[src/pbs_pkg.sv]
`timescale 1ns / 1ps
package pbs_pkg;

   // field and register widths
   localparam int VALUE_W    = 32;
   localparam int ROW_W      = 8;
   localparam int COL_W      = 9;
   localparam int ULIM_W     = 25;
   localparam int INV_W      = 31;
   localparam int CSR_IDX_W  = 2;
   localparam int CSR_DATA_W = 31;

   // datapath widths
   localparam int WGT_W   = 17;
   localparam int DIFF_W  = 27;
   localparam int TU_W    = 59;
   localparam int KU_W    = TU_W - 32;
   localparam int TX_W    = 64;
   localparam int BLEND_W = 50;
   localparam int ACC_W   = 66;
   localparam int RND_W   = ACC_W - 32;

   localparam logic [WGT_W-1:0] ONE_Q16    = 17'h1_0000;
   localparam logic [ACC_W-1:0] ROUND_HALF = ACC_W'(64'h8000_0000);
   localparam logic signed [RND_W-1:0] RES_MAX = RND_W'($signed(32'h7FFF_FFFF));
   localparam logic signed [RND_W-1:0] RES_MIN = RND_W'($signed(32'h8000_0000));

   // beat kind
   localparam logic MODE_SAMPLE = 1'b1;

   // grid banking by row and column parity
   localparam int BANKS     = 4;
   localparam int CORNER_00 = 0;
   localparam int CORNER_10 = 1;
   localparam int CORNER_01 = 2;
   localparam int CORNER_11 = 3;

   // register reset values
   localparam logic signed [ULIM_W-1:0] U_LOW_RST  = -25'sd393216;
   localparam logic signed [ULIM_W-1:0] U_HIGH_RST = 25'sd393216;
   localparam logic [INV_W-1:0]         INV_DX_RST = 31'd667544;
   localparam logic [INV_W-1:0]         INV_DU_RST = 31'd1398101;

   typedef enum logic [CSR_IDX_W-1:0] {
      CSR_U_LOW,
      CSR_U_HIGH,
      CSR_INV_DX,
      CSR_INV_DU
   } pbs_csr_type;

   typedef struct packed {
      logic valid;
      logic sample;
      logic load_ok;
   } pbs_ctl_type;

   typedef struct packed {
      logic [WGT_W-1:0] fx;
      logic [WGT_W-1:0] fu;
   } pbs_wgt_type;

endpackage

[src/pbs_coord.sv]
`timescale 1ns / 1ps
module pbs_coord #(
   parameter int NX = 128,
   parameter int NU = 256
) (
   input  logic                                clock,
   input  logic                                reset,
   input  logic                                en,
   input  logic                                in_valid,
   input  logic                                in_mode,
   input  logic [pbs_pkg::ROW_W-1:0]           in_row,
   input  logic [pbs_pkg::COL_W-1:0]           in_col,
   input  logic signed [pbs_pkg::VALUE_W-1:0]  in_value,
   input  logic signed [pbs_pkg::VALUE_W-1:0]  in_x,
   input  logic signed [pbs_pkg::VALUE_W-1:0]  in_u,
   input  logic signed [pbs_pkg::ULIM_W-1:0]   u_low,
   input  logic signed [pbs_pkg::ULIM_W-1:0]   u_high,
   input  logic [pbs_pkg::INV_W-1:0]           inv_dx,
   input  logic [pbs_pkg::INV_W-1:0]           inv_du,
   output pbs_pkg::pbs_ctl_type                out_ctl,
   output logic [$clog2(NX+1)-1:0]             out_row,
   output logic [$clog2(NU+1)-1:0]             out_col,
   output logic [pbs_pkg::VALUE_W-1:0]         out_value,
   output pbs_pkg::pbs_wgt_type                out_wgt
);
   import pbs_pkg::*;

   localparam int RW     = $clog2(NX + 1);
   localparam int CW     = $clog2(NU + 1);
   localparam int RRW    = $clog2(2 * NX);
   localparam int STAGES = 7;
   // multiple of NX that lifts any cell index to a non-negative value
   localparam longint XSPAN = (longint'(1) << 30) + longint'(NX) - 1;
   localparam longint XOFFS = (XSPAN / NX) * NX;
   // reciprocal of NX for the modulo
   localparam longint RECIP = (longint'(1) << 32) / NX;
   localparam logic [31:0] RECIP_W = 32'(RECIP);
   localparam logic [31:0] NX_W    = 32'(NX);

   pbs_ctl_type ctl_in;
   pbs_ctl_type ctl_ff [STAGES];
   logic [VALUE_W-1:0] val_ff [STAGES];
   logic [RW-1:0] lrow_ff [STAGES-1];
   logic [CW-1:0] lcol_ff [3];

   logic signed [VALUE_W-1:0] x_ff, x1_ff, u_ff;
   logic signed [VALUE_W-1:0] u_clamp;
   logic signed [DIFF_W-1:0]  d_in, d_ff;
   logic signed [TU_W-1:0]    tu_in, tu_ff;
   logic signed [TX_W-1:0]    tx_in, tx_ff;
   logic [KU_W-1:0]           ku;
   logic signed [31:0]        kx;
   logic [CW-1:0]             iu_in;
   logic [WGT_W-1:0]          fu_in;
   logic [31:0]               m_in, m_ff, m4_ff;
   logic [63:0]               p_in, p_ff;
   logic [31:0]               q;
   logic [RRW-1:0]            r_in, r_ff;
   logic [RW-1:0]             row_in, row_ff;
   logic [CW-1:0]             col_ff [4];
   pbs_wgt_type               wgt_ff [4];

   // accepted beat: kind and load range check
   always_comb begin
      ctl_in.valid   = in_valid;
      ctl_in.sample  = (in_mode == MODE_SAMPLE);
      ctl_in.load_ok = (32'(in_row) <= NX_W) && (32'(in_col) <= 32'(NU));
   end

   always_ff @(posedge clock) begin
      if (reset) begin
         for (int i = 0; i < STAGES; i++) ctl_ff[i] <= '0;
      end else if (en) begin
         ctl_ff[0] <= ctl_in;
         for (int i = 1; i < STAGES; i++) ctl_ff[i] <= ctl_ff[i-1];
      end
   end

   // load fields travel alongside
   always_ff @(posedge clock) begin
      if (en) begin
         val_ff[0]  <= in_value;
         lrow_ff[0] <= RW'(in_row);
         lcol_ff[0] <= CW'(in_col);
         for (int i = 1; i < STAGES; i++) val_ff[i] <= val_ff[i-1];
         for (int i = 1; i < STAGES - 1; i++) lrow_ff[i] <= lrow_ff[i-1];
         for (int i = 1; i < 3; i++) lcol_ff[i] <= lcol_ff[i-1];
      end
   end

   // u clamp and offset from the grid origin
   always_comb begin
      if (u_ff < VALUE_W'(u_low)) begin
         u_clamp = VALUE_W'(u_low);
      end else if (u_ff > VALUE_W'(u_high)) begin
         u_clamp = VALUE_W'(u_high);
      end else begin
         u_clamp = u_ff;
      end
      d_in = DIFF_W'(u_clamp - VALUE_W'(u_low));
   end

   // scale both coordinates to cell units, q27.32 for u and q32.32 for x
   always_comb begin
      tu_in = d_ff * $signed({1'b0, inv_du});
      tx_in = x1_ff * $signed({1'b0, inv_dx});
   end

   // u cell index and fraction, x index lifted for the modulo
   always_comb begin
      ku = tu_ff[TU_W-1:32];
      kx = tu_ff[TU_W-1] ? 32'sd0 : 32'sd0;
      kx = tx_ff[TX_W-1:32];
      if (tu_ff[TU_W-1]) begin
         iu_in = '0;
         fu_in = '0;
      end else if (ku > KU_W'(NU - 1)) begin
         // clamped top edge: last cell at full weight
         iu_in = CW'(NU - 1);
         fu_in = ONE_Q16;
      end else begin
         iu_in = CW'(ku);
         fu_in = {1'b0, tu_ff[31:16]};
      end
      m_in = 32'(64'(kx) + XOFFS);
   end

   // reciprocal multiply, then remainder below twice NX
   always_comb begin
      p_in = m_ff * RECIP_W;
      q    = p_ff[63:32];
      r_in = RRW'(m4_ff - q * NX_W);
   end

   // final correction of the wrapped x index
   always_comb begin
      if (r_ff >= RRW'(NX)) begin
         row_in = RW'(r_ff - RRW'(NX));
      end else begin
         row_in = RW'(r_ff);
      end
      if (!ctl_ff[5].sample) row_in = lrow_ff[STAGES-2];
   end

   always_ff @(posedge clock) begin
      if (en) begin
         x_ff  <= in_x;
         u_ff  <= in_u;
         d_ff  <= d_in;
         x1_ff <= x_ff;
         tu_ff <= tu_in;
         tx_ff <= tx_in;
         m_ff  <= m_in;
         col_ff[0]    <= ctl_ff[2].sample ? iu_in : lcol_ff[2];
         wgt_ff[0].fu <= fu_in;
         wgt_ff[0].fx <= {1'b0, tx_ff[31:16]};
         p_ff  <= p_in;
         m4_ff <= m_ff;
         r_ff  <= r_in;
         row_ff <= row_in;
         for (int i = 1; i < 4; i++) begin
            col_ff[i] <= col_ff[i-1];
            wgt_ff[i] <= wgt_ff[i-1];
         end
      end
   end

   assign out_ctl   = ctl_ff[STAGES-1];
   assign out_row   = row_ff;
   assign out_col   = col_ff[3];
   assign out_value = val_ff[STAGES-1];
   assign out_wgt   = wgt_ff[3];

   // wrapped and capped indices stay inside the grid
   a_row_range: assert property (@(posedge clock) disable iff (reset)
      out_ctl.valid && out_ctl.sample |-> out_row < RW'(NX))
      else $error("x cell index out of range");

   a_col_range: assert property (@(posedge clock) disable iff (reset)
      out_ctl.valid && out_ctl.sample |-> out_col < CW'(NU) && out_wgt.fu <= ONE_Q16)
      else $error("u cell index or weight out of range");

endmodule

[config.mk]
export PLATFORM = sky130hd
export DESIGN_NAME = pbs_coord
export DESIGN_NICKNAME = d
export VERILOG_FILES = /design/src/pbs_pkg.sv /design/src/pbs_coord.sv
export SDC_FILE = /design/constraint.sdc
export NUM_CORES = 2
export LEC_CHECK = 0
export BUFFER_PORTS_ARGS = -buffer_cell sky130_fd_sc_hd__buf_2
export CORE_UTILIZATION = 45
export DETAILED_ROUTE_END_ITERATION = 10
export SLEW_MARGIN = 25
export SYNTH_ARGS = -nofsm -noshare
export SYNTH_HDL_FRONTEND = slang
export SYNTH_SLANG_ARGS = --single-unit
export TNS_END_PERCENT = 5
[constraint.sdc]
create_clock -name clock -period 10.2 [get_ports clock]
set_clock_uncertainty 0.1 [all_clocks]
set_input_delay 2.04 -clock clock [delete_from_list [all_inputs] [get_ports clock]]
set_output_delay 2.04 -clock clock [all_outputs]
set_load 0.01 [all_outputs]
==> metrics.yaml <==
worst_ep_arrival_time_ps: 9260
cts_num_sinks: 706
ys_async_sr_fraction: 0
fp.dieH_um: 405.4
max_stage_delay_ps: 580
hold_path_class: "reg -> reg"
yosys_warnings: 0
grt_pass1_vias: 50720
cts_buffer_depth: 3
netlist.area_leader.share: 0.3638
maxSlewHeadroom: 0.3199
firstDrtPassIters: 6
fin_crit_sh: 0.8756
htreeDepth: 3
outcome: "completed"
synth_nets: 8663
drc: 0
dpl.hpwl_um: 133500
timing.critical_path.mode_cell: "fa_1"
worst_slew_pin_slew_ps: 1020
fin_crit_ps: 8931
post-cts-setup-buffers: 0
netlist_area_sq_mm: 0.07324
finalNonFillerCells: 9057
worstSkewPairLatency_ps: 730
finalWirelength_um: 177100
placed_cells: 8908
end_kind: "flop"
drv_cap: 0
setup_ws_ps: 1269
cts_tree: "built"
synthCells: 6648
design.die.area_sq_mm: 0.1644
max_freq_ghz: 0.1120
rows: 147
setup_viol: 0
synthToLayoutAreaGrowth_pct: 9.059
start_util: 0.4546
synth-seq-area-share: 0.2894
grt.overflow.total: 0
grt_antenna_before_repair: 12
finalNetCount: 8847
path_max_fanout: 27
viasPerCell: 5.096
dp_slack_ps: 594.0
path_clk_slew_ps: 70
grt_max_degree: 177
rr_worst_depth: 24
drtIter0Drc: 2964
clock-root-buffer: "clkbuf_16"
setup.worst_path.end: "tu_ff[43]"
io_buffers: 314
synth-seq-cells: 706
cts_hold_buf: 0
r2r-start: "d_ff[3]"
yosys.area.top_type: "fa_1"
tns_ps: 0
yosysUniqueCellTypes: 76
wl_per_cell_um: 19.55
avgSynthCellArea_sq_um: 11.02
io_pins: 316
reg2reg_slack_ps: 2030
die_x_um: 405.4
numCtsBuffers: 80
cp-start-kind: "primary input"
worstSetupPathType: "in -> reg"
drive_gt1_frac: 0.08312
grtUsageTotal: 0.2264
grt_pass1_wl_um: 284000
r2r_end: "tu_ff[56]"
final_common_cell: "inv_1"
startpoint: "inv_du[12]"
finalMaxSlewViolations: 0
yosys-top-cells-area: "fa_1, edfxtp_1, ha_1"
synthFlopType: "edfxtp_1"
vias: 46150
core_sq_mm: 0.1611
synth_edf_count: 706
rsz0062_at_grt: "false"
layout_common_cells: "inv_1, fa_1, nand2_1"
worstPathRequired_ps: 10530
antenna_left: 0
place.gp.congestion: 0.8830
cts-resized-gates: 0
slowest_stage: "fa_1"
finalHoldViolations: 0
-- synthesized netlist by cell type, types with 34 or more instances --
| library cell | n |
|---|---|
| xor2_1 | 34 |
| inv_1 | 1484 |
| o21ai_0 | 77 |
| nand2_1 | 820 |
| edfxtp_1 | 706 |
| nor2_1 | 107 |
| a21o_1 | 45 |
| and2_1 | 812 |
| a21oi_1 | 121 |
| xnor2_1 | 96 |
| fa_1 | 1331 |
| ha_1 | 454 |
| clkbuf_1 | 288 |
-- how the worst min path moves through the flow --
| stage | start | slack (ps) | cells after the start | endpoint |
|---|---|---|---|---|
| after floorplan | col_ff[0][0] | 300 | 0 | col_ff[1][0] |
| after global placement | val_ff[0][10] | 300 | 0 | val_ff[1][10] |
| after detailed placement | col_ff[0][6] | 300 | 0 | col_ff[1][6] |
| after CTS | wgt_ff[2][22] | 270 | 0 | wgt_ff[3][22] |
| after global routing | wgt_ff[2][22] | 290 | 0 | wgt_ff[3][22] |
| final | wgt_ff[2][22] | 280 | 0 | wgt_ff[3][22] |
-- cell families after synthesis --
| logic type | Yosys count | synth area share |
|---|---|---|
| buf+inv | 1778 | 0.09120 |
| xor+xnor | 130 | 0.01555 |
| flops | 706 | 0.2894 |
| simple gates | 1884 | 0.1290 |
| other cells | 1 | 0.00005120 |
| fa+ha+maj | 1785 | 0.4413 |
| mux | 16 | 0.002443 |
| compound gates | 348 | 0.03099 |
-- flip-flops by register name, indices dropped and copies added (netlist names) --
register,flops
lcol_ff,27
m_ff,7
tu_ff,43
lrow_ff,48
u_ff,32
d_ff,27
p_ff,7
col_ff,36
out_row,8
wgt_ff,132
x1_ff,32
x_ff,32
tx_ff,23
r_ff,7
ctl_ff,21
val_ff,224
-- through the flow --
| stage | utilization | hold slack, ps | cell area [sq um] |
|---|---|---|---|
| after CTS | 0.4955 | 269.1 | 79840 |
| after global routing | 0.4958 | 289.0 | 79880 |
| final | 0.4958 | 279.3 | 79880 |
| after detailed placement | 0.4783 | 304.5 | 77070 |
| after floorplan | - | 300.3 | 73240 |
| after global placement | 0.4782 | 300.3 | 77040 |
-- critical path, delay by kind of cell --
kind	cells	cell delay [ps]
and+or+nand+nor	2	450
AOI/OAI and AO/OA	8	2220
xor gates and xnor gates	1	80
adders and majority gates	8	3540
buffers and inverters	6	890
-- cell type report --
| class | count | area, sq um |
|---|---|---|
| fill | 14720 | 81240 |
| multi-input combinational | 4164 | 45380 |
| sequential | 706 | 21200 |
| inverter | 1485 | 5574 |
| tap | 2160 | 2703 |
| timing repair buffer | 395 | 2253 |
| clock buffer | 85 | 2042 |
| clock inverter | 59 | 723.2 |
| antenna | 3 | 7.507 |
-- per-layer routing --
metal | GRT usage | vias up | part of all wire
met1 | 0.3005 | 24000 | 0.42
met4 | 0.07448 | 2 | 0.032
li1 | - | 20430 | -
met3 | 0.03190 | 309 | 0.061
met5 | 0 | - | 0.000062
met2 | 0.3823 | 1413 | 0.49
Power is left out: the tool's default activity adds up to more than one toggle a clock period on the data nets, which glitch-free logic cannot reach.
